==> src/hw/rtl/dq_pkg.sv <==
`timescale 1ns / 1ps

package dq_pkg;

    typedef logic [1:0] t_action;

    localparam t_action ACT_NONE   = 2'd0;
    localparam t_action ACT_PUSH_R = 2'd1;
    localparam t_action ACT_POP_L  = 2'd2;
    localparam t_action ACT_POP_R  = 2'd3;

    localparam int DATA_W = 32;
    localparam int OCC_W  = 5;

endpackage

==> src/hw/rtl/dq_ram.sv <==
`timescale 1ns / 1ps

module dq_ram #(
    parameter int WIDTH = 32,
    parameter int DEPTH = 16
) (
    input  logic                     i_clk,
    input  logic                     i_we,
    input  logic [$clog2(DEPTH)-1:0] i_waddr,
    input  logic [WIDTH-1:0]         i_wdata,
    input  logic                     i_re,
    input  logic [$clog2(DEPTH)-1:0] i_raddr,
    output logic [WIDTH-1:0]         o_rdata
);

    logic [WIDTH-1:0] r_mem [DEPTH];
    logic [WIDTH-1:0] r_rdata;

    always_ff @(posedge i_clk) begin
        if (i_we) begin
            r_mem[i_waddr] <= i_wdata;
        end
        if (i_re) begin
            r_rdata <= r_mem[i_raddr];
        end
    end

    assign o_rdata = r_rdata;

endmodule

==> src/hw/rtl/double_ended_queue.sv <==
`timescale 1ns / 1ps
// A transfer parks its result in pending registers while the wait state refreshes
// the left or right peek value from the store's single registered read port. No new
// item is taken until the result moves to the output register; a new item is taken
// while the previous result still waits in the output register.
// Reset (synchronous, active low) empties the queue; store contents are not cleared.
module double_ended_queue #(
    parameter int CAPACITY   = 16,
    parameter int ITEM_WIDTH = 32
) (
    input  logic                       i_clk,
    input  logic                       i_rst_n,
    input  logic                       i_valid,
    output logic                       o_ready,
    input  dq_pkg::t_action            i_action,
    input  logic [dq_pkg::DATA_W-1:0]  i_item_in,
    output logic                       o_valid,
    input  logic                       i_ready,
    output logic [dq_pkg::DATA_W-1:0]  o_popped_item,
    output logic                       o_pop_ok,
    output logic [dq_pkg::DATA_W-1:0]  o_left_item,
    output logic [dq_pkg::DATA_W-1:0]  o_right_item,
    output logic                       o_is_empty,
    output logic [dq_pkg::OCC_W-1:0]   o_occupancy,
    output logic                       o_overflow
);

    localparam int AW = $clog2(CAPACITY);
    localparam int CW = $clog2(CAPACITY + 1);

    localparam logic ST_IDLE = 1'b0;
    localparam logic ST_WAIT = 1'b1;

    function automatic logic [AW-1:0] wrap_slot(input logic [AW:0] s);
        if (s >= (AW+1)'(CAPACITY)) begin
            return AW'(s - (AW+1)'(CAPACITY));
        end else begin
            return s[AW-1:0];
        end
    endfunction

    logic                  r_state, n_state;
    logic [AW-1:0]         r_left_ptr, n_left_ptr;
    logic [CW-1:0]         r_count, n_count;
    logic [ITEM_WIDTH-1:0] r_left_val, n_left_val;
    logic [ITEM_WIDTH-1:0] r_right_val, n_right_val;
    logic                  r_fix_left, n_fix_left;
    logic                  r_fix_right, n_fix_right;
    logic [ITEM_WIDTH-1:0] r_pend_popped, n_pend_popped;
    logic                  r_pend_pop_ok, n_pend_pop_ok;
    logic                  r_pend_ovf, n_pend_ovf;
    logic                  r_out_valid, n_out_valid;

    logic [dq_pkg::DATA_W-1:0] r_out_popped, r_out_left, r_out_right;
    logic                      r_out_pop_ok, r_out_empty, r_out_ovf;
    logic [dq_pkg::OCC_W-1:0]  r_out_occ;

    logic                  in_xfer, load_out, q_empty, q_full;
    logic                  ram_we, ram_re;
    logic [AW-1:0]         ram_waddr, ram_raddr, push_slot, next_left, pop_r_slot;
    logic [ITEM_WIDTH-1:0] ram_wdata, ram_rdata, wr_value, peek_left, peek_right;

    dq_ram #(
        .WIDTH (ITEM_WIDTH),
        .DEPTH (CAPACITY)
    ) u_store (
        .i_clk   (i_clk),
        .i_we    (ram_we),
        .i_waddr (ram_waddr),
        .i_wdata (ram_wdata),
        .i_re    (ram_re),
        .i_raddr (ram_raddr),
        .o_rdata (ram_rdata)
    );

    assign o_ready  = (r_state == ST_IDLE);
    assign in_xfer  = i_valid && o_ready;
    assign load_out = (r_state == ST_WAIT) && (!r_out_valid || i_ready);
    assign q_empty  = (r_count == '0);
    assign q_full   = (r_count == CW'(CAPACITY));
    assign wr_value = ITEM_WIDTH'(i_item_in);

    assign push_slot  = wrap_slot({1'b0, r_left_ptr} + (AW+1)'(r_count));
    assign next_left  = wrap_slot({1'b0, r_left_ptr} + (AW+1)'(1));
    assign pop_r_slot = wrap_slot({1'b0, r_left_ptr} + (AW+1)'(r_count - CW'(2)));

    // The read issued at the transfer returns the new neighbor of the end that was popped.
    assign peek_left  = r_fix_left  ? ram_rdata : r_left_val;
    assign peek_right = r_fix_right ? ram_rdata : r_right_val;

    always_comb begin
        n_state       = r_state;
        n_left_ptr    = r_left_ptr;
        n_count       = r_count;
        n_left_val    = r_left_val;
        n_right_val   = r_right_val;
        n_fix_left    = r_fix_left;
        n_fix_right   = r_fix_right;
        n_pend_popped = r_pend_popped;
        n_pend_pop_ok = r_pend_pop_ok;
        n_pend_ovf    = r_pend_ovf;
        n_out_valid   = r_out_valid && !i_ready;
        ram_we        = 1'b0;
        ram_waddr     = push_slot;
        ram_wdata     = wr_value;
        ram_re        = 1'b0;
        ram_raddr     = next_left;

        if (in_xfer) begin
            n_state       = ST_WAIT;
            n_fix_left    = 1'b0;
            n_fix_right   = 1'b0;
            n_pend_popped = '0;
            n_pend_pop_ok = 1'b0;
            n_pend_ovf    = 1'b0;
            unique case (i_action)
                dq_pkg::ACT_NONE: begin
                end
                dq_pkg::ACT_PUSH_R: begin
                    if (q_full) begin
                        n_pend_ovf = 1'b1;
                    end else begin
                        ram_we      = 1'b1;
                        n_right_val = wr_value;
                        if (q_empty) begin
                            n_left_val = wr_value;
                        end
                        n_count = r_count + CW'(1);
                    end
                end
                dq_pkg::ACT_POP_L: begin
                    if (!q_empty) begin
                        n_pend_popped = r_left_val;
                        n_pend_pop_ok = 1'b1;
                        n_left_ptr    = next_left;
                        n_count       = r_count - CW'(1);
                        if (r_count != CW'(1)) begin
                            ram_re     = 1'b1;
                            ram_raddr  = next_left;
                            n_fix_left = 1'b1;
                        end
                    end
                end
                dq_pkg::ACT_POP_R: begin
                    if (!q_empty) begin
                        n_pend_popped = r_right_val;
                        n_pend_pop_ok = 1'b1;
                        n_count       = r_count - CW'(1);
                        if (r_count != CW'(1)) begin
                            ram_re      = 1'b1;
                            ram_raddr   = pop_r_slot;
                            n_fix_right = 1'b1;
                        end
                    end
                end
            endcase
        end else if (load_out) begin
            n_state     = ST_IDLE;
            n_left_val  = peek_left;
            n_right_val = peek_right;
            n_fix_left  = 1'b0;
            n_fix_right = 1'b0;
            n_out_valid = 1'b1;
        end
    end

    always_ff @(posedge i_clk) begin
        if (!i_rst_n) begin
            r_state     <= ST_IDLE;
            r_left_ptr  <= '0;
            r_count     <= '0;
            r_fix_left  <= 1'b0;
            r_fix_right <= 1'b0;
            r_out_valid <= 1'b0;
        end else begin
            r_state     <= n_state;
            r_left_ptr  <= n_left_ptr;
            r_count     <= n_count;
            r_fix_left  <= n_fix_left;
            r_fix_right <= n_fix_right;
            r_out_valid <= n_out_valid;
        end
    end

    always_ff @(posedge i_clk) begin
        r_left_val    <= n_left_val;
        r_right_val   <= n_right_val;
        r_pend_popped <= n_pend_popped;
        r_pend_pop_ok <= n_pend_pop_ok;
        r_pend_ovf    <= n_pend_ovf;
        if (load_out) begin
            r_out_popped <= dq_pkg::DATA_W'(r_pend_popped);
            r_out_pop_ok <= r_pend_pop_ok;
            r_out_left   <= q_empty ? '0 : dq_pkg::DATA_W'(peek_left);
            r_out_right  <= q_empty ? '0 : dq_pkg::DATA_W'(peek_right);
            r_out_empty  <= q_empty;
            r_out_occ    <= dq_pkg::OCC_W'(r_count);
            r_out_ovf    <= r_pend_ovf;
        end
    end

    assign o_valid       = r_out_valid;
    assign o_popped_item = r_out_popped;
    assign o_pop_ok      = r_out_pop_ok;
    assign o_left_item   = r_out_left;
    assign o_right_item  = r_out_right;
    assign o_is_empty    = r_out_empty;
    assign o_occupancy   = r_out_occ;
    assign o_overflow    = r_out_ovf;

    a_count_bound: assert property (@(posedge i_clk) disable iff (!i_rst_n)
        r_count <= CW'(CAPACITY))
        else $error("occupancy exceeds capacity");

    a_no_rw_overlap: assert property (@(posedge i_clk) disable iff (!i_rst_n)
        !(ram_we && ram_re))
        else $error("store written and read in the same cycle");

    a_pop_shrinks: assert property (@(posedge i_clk) disable iff (!i_rst_n)
        (in_xfer && i_action == dq_pkg::ACT_POP_L && !q_empty)
        |=> (r_count == $past(r_count) - CW'(1)) && (r_state == ST_WAIT))
        else $error("left pop did not shrink the queue");

    a_ok_excl_ovf: assert property (@(posedge i_clk) disable iff (!i_rst_n)
        r_out_valid |-> !(r_out_pop_ok && r_out_ovf))
        else $error("pop success and overflow reported together");

endmodule

==> config.mk <==
export PLATFORM = sky130hd
export DESIGN_NAME = double_ended_queue
export DESIGN_NICKNAME = d
export VERILOG_FILES = /design/src/hw/rtl/dq_pkg.sv /design/src/hw/rtl/dq_ram.sv /design/src/hw/rtl/double_ended_queue.sv
export SDC_FILE = /design/constraint.sdc
export NUM_CORES = 1
export LEC_CHECK = 0
export BUFFER_PORTS_ARGS = -buffer_cell sky130_fd_sc_hd__buf_4
export CAP_MARGIN = 20
export CORE_UTILIZATION = 35
export CTS_CLUSTER_SIZE = 14
export DETAILED_ROUTE_END_ITERATION = 16
export PLACE_DENSITY = 0.47
export SETUP_SLACK_MARGIN = 0.05
export SYNTH_ARGS = -nofsm -noshare
export SYNTH_HDL_FRONTEND = slang
export SYNTH_SLANG_ARGS = --single-unit
==> constraint.sdc <==
create_clock -name i_clk -period 6.7 [get_ports i_clk]
set_input_delay 0.335 -clock i_clk [delete_from_list [all_inputs] [get_ports i_clk]]
set_output_delay 0.335 -clock i_clk [all_outputs]
set_load 0.03 [all_outputs]
==> summary.txt <==
Outcome
  • Outcome: finished, final reports clean

Synth
  • Synth top area cells: edfxtp_1 75%, mux2i_1 7.6%, mux2_2 4.3%
  • Most common cell in the netlist: edfxtp_1
  • Yosys top cell area share: 0.7524
  • Unique cell type count in the Yosys netlist: between 40 and 50
  • Syn Area/Cell: 17.39 um^2
  • Synth warn: 0
  • Synth Instances: 1712
  • Post-synthesis register bit count: 759
  • Commonest cells in the synthesized netlist: 746 x edfxtp_1, 226 x mux2i_1, 153 x nor2_1
  • Predominant post-synthesis flop cell: edfxtp_1
  • Register area share after synthesis: 0.7611
  • Area leader, netlist: edfxtp_1
  • Cell area after synthesis: 0.02977 mm^2
  • FFs w/ async S/R, synth: 0
  • EDFF count, synth: 746
  • Syn Nets: 1763

Detailed routing
  • DRC: 0
  • DR vias/cell: just over 5
  • Final antenna-violating net count: 0
  • Vias: 15630
  • TritonRoute pass-1 iters: 5
  • Wire per inst: 24.58 um
  • Initial DRC count: 1022
  • Drt total wl: 75850 um

CTS
  • Clock Path Buffers: 3
  • Worst-path clk slew: 0.06 ns
  • CTS tree: done
  • Post-CTS Repair Setup Buffers: 0
  • Root buf cell: clkbuf_16
  • Clock insertion delay at the later pin of the skew report: 0.62 ns
  • Clock sink total: approximately 760
  • CTS HTree Levels: 3
  • Post-cts sizing count: 0
  • # hold bufs at CTS: 4
  • TritonCTS buffer count: just over 80

Global route
  • Largest net degree at the start of global routing: 80
  • Number of global-route vias before repair: roughly 16000
  • Grt total ovfl: 0
  • Antenna violations before repair: 3
  • All-Layer GR Usage: 0.1749
  • Global-route wire length before repair: 108800 um

Floorplanning
  • Die area: 0.08624 mm^2
  • Die Ht: 293.7 um
  • Chip width: ~300 um
  • Initial Utilization: 0.3547
  • I/O Pins: ~140
  • Core area: 0.08395 mm^2
  • # rows: 106

Worst setup path
  • CP max FO: 35
  • Worst path max stage delay: 0.65 ns
  • RR Startpoint: r_count[0]
  • CP most frequent cell: buf_4
  • Kind of critical path: reg -> reg
  • Crit path buf inv count: 3
  • CP Cell Sequence: inv_1 > ha_1 > nor4b_4 > buf_4 > nor4_4 > mux2i_4 > buf_4 > mux2_2 > a22o_1 > or4_1
  • CP arrival: 4.69 ns
  • Reg-to-Reg End: u_store.o_rdata[18]
  • R2R setup slack: about 2.4 ns
  • CP endpoint kind: flop
  • R2R depth: 10
  • CP delay by family, top: simple AND/OR/NAND/NOR gates
  • CP max-delay cell: mux2i_4
  • Worst setup SP type: flop
  • WP data required: 7.05 ns
  • CP Launch Point: r_count[0]
  • Worst Setup EP: u_store.o_rdata[18]
  • Worst path depth: 10

Timing
  • Final hold slack: about 0.03 ns
  • Setup_tns: 0 ns
  • Tightest Pin Transition: 1.119 ns
  • Min Clock Period, post-route: 4.344 ns
  • Max-slew headroom: 0.2499
  • Final hold vios: 0
  • Unrepaired setup endpoints after global routing: false
  • Final Cycle Share: 0.6483
  • Fin. max-slew vios: 0
  • Clock Skews: 0.01939 ns
  • Final setup viols: 0
  • Fmax: 230.2 MHz

Worst hold path
  • HP Class: in -> reg

Layout
  • Diode count: 0
  • Final Cell Area: 0.03503 mm^2
  • Synth-to-layout area growth: 17.64%
  • Share of layout cells above drive strength 1: 0.2259
  • Fillers: 7542
  • Final Net Count: around 1900

Pwr
  • Lkg Pwr: 11.35 nW
  • Internal: between 0.008 and 0.009 W
  • Sequential power share: 0.510
  • P_sw: 0.002485 W
  • Final Total Pwr: 0.01077 W
  • Comb pwr share: 0.084
  • Clock share of power: 0.406
  • P per Cell Area: approximately 300 mW/mm^2
  • Net Sw Frac: 0.2307
  • Worst vdd ir: 0.0001481 V

Placement
  • Placed inst area: 0.03241 mm^2
  • Placer congestion estimate: 0.7647
  • Port Buffers: 143
  • Post-DP HPWL: 41850 um

Job
  • Max cap viols: 0
==> state kept, by name, summed over array words and instances, names as in the netlist <==
signal           count
o_is_empty           1
r_pend_pop_ok        1
o_overflow           1
r_left_ptr           4
o_pop_ok             1
r_left_val          32
o_valid              1
o_right_item        32
r_fix_right          1
u_store.o_rdata     32
r_pend_ovf           1
o_occupancy          5
r_state              1
r_right_val         32
r_pend_popped       32
u_store.r_mem      512
o_popped_item       32
r_fix_left           1
o_left_item         32
r_count              5
==> cell families after synthesis <==
kind of cell	synth area share
simple gates	0.03908
compound gates	0.05017
mux	0.1244
flops	0.7611
xor+xnor	0.004118
buf+inv	0.01517
fa+ha+maj	0.005967
==> placed cells by master, fill, tap and decap left out, types with 4 or more instances in the layout <==
cell           synthesis  layout
dfxtp_1               13      11
clkinv_2               0      15
xor2_1                 7       7
o2111ai_1              4       4
o21ai_0                5       5
nand2b_1               5       5
ha_1                  11      11
mux2_2               114     114
clkbuf_1              51      12
inv_6                  0       4
nor2_4                 0      16
nand3_1                5       5
inv_1                 15      13
or4_1                 34      34
and2_1                 8       8
clkbuf_16              0      82
mux2i_1              226     225
edfxtp_1             746     746
nor2_1               153     137
dlygate4sd3_1          0       4
nand2_1               19      18
clkinv_1               0      21
mux2_1                14      14
xnor2_1                7       7
a21oi_1               67      67
bufinv_16              0       8
o22ai_1               64      64
buf_4                  5     179
a22o_1                64      64
==> layer usage <==
layer	wire, um	part of all wire	GRT usage	vias up
li1	-	-	-	7080
met1	35680	0.47	0.2470	8061
met2	35310	0.47	0.2788	391
met3	3479	0.046	0.02893	96
met4	1363	0.018	0.04764	4
met5	22	0.00029	0	-
==> how the worst min path moves through the flow <==
stage	from	slack, ns	end	cells after the start
6_report	i_item_in[25]	0.03	u_store.r_mem[1][25]	1
5_1_grt	i_item_in[25]	0.02	u_store.r_mem[9][25]	1
4_1_cts	i_item_in[2]	0.002	u_store.r_mem[14][2]	1
3_5_place_dp	r_pend_popped[0]	0.40	o_popped_item[0]	0
3_3_place_gp	r_pend_popped[15]	0.40	o_popped_item[15]	0
2_1_floorplan	r_pend_ovf	0.40	o_overflow	0
==> stage by stage <==
| step | worst slack, ns | utilization | cells |
|---|---|---|---|
| after CTS | 2.307 | 0.4172 | 3086 |
| after floorplan | 2.776 | - | 1712 |
| after detailed placement | 2.306 | 0.3860 | 2936 |
| after global placement | 2.366 | 0.3860 | 2936 |
| final | 2.356 | 0.4172 | 3086 |
| after global routing | 2.112 | 0.4172 | 3086 |
==> power by group through the flow <==
stage          combinational, W  sequential, W  clock (W)
2_1_floorplan          0.000467        0.00568          0
3_3_place_gp           0.000912        0.00559          0
3_5_place_dp           0.000922        0.00559          0
4_1_cts                0.000926        0.00549    0.00448
5_1_grt                0.000982        0.00550    0.00465
6_report               0.000909        0.00549    0.00437
==> area by class of cell <==
class                   count  area [um^2]  share of cell area
flip-flops and latches    759        22660              0.6470
clock inverters            52        484.2             0.01382
multi-input cells         846         6860              0.1959
inverters                  15        58.81            0.001679
clock buffers              94         2097             0.05987
repair buffers            186         1444             0.04122
well taps                1134         1419             0.04051
(Power assumes the default switching activity.)
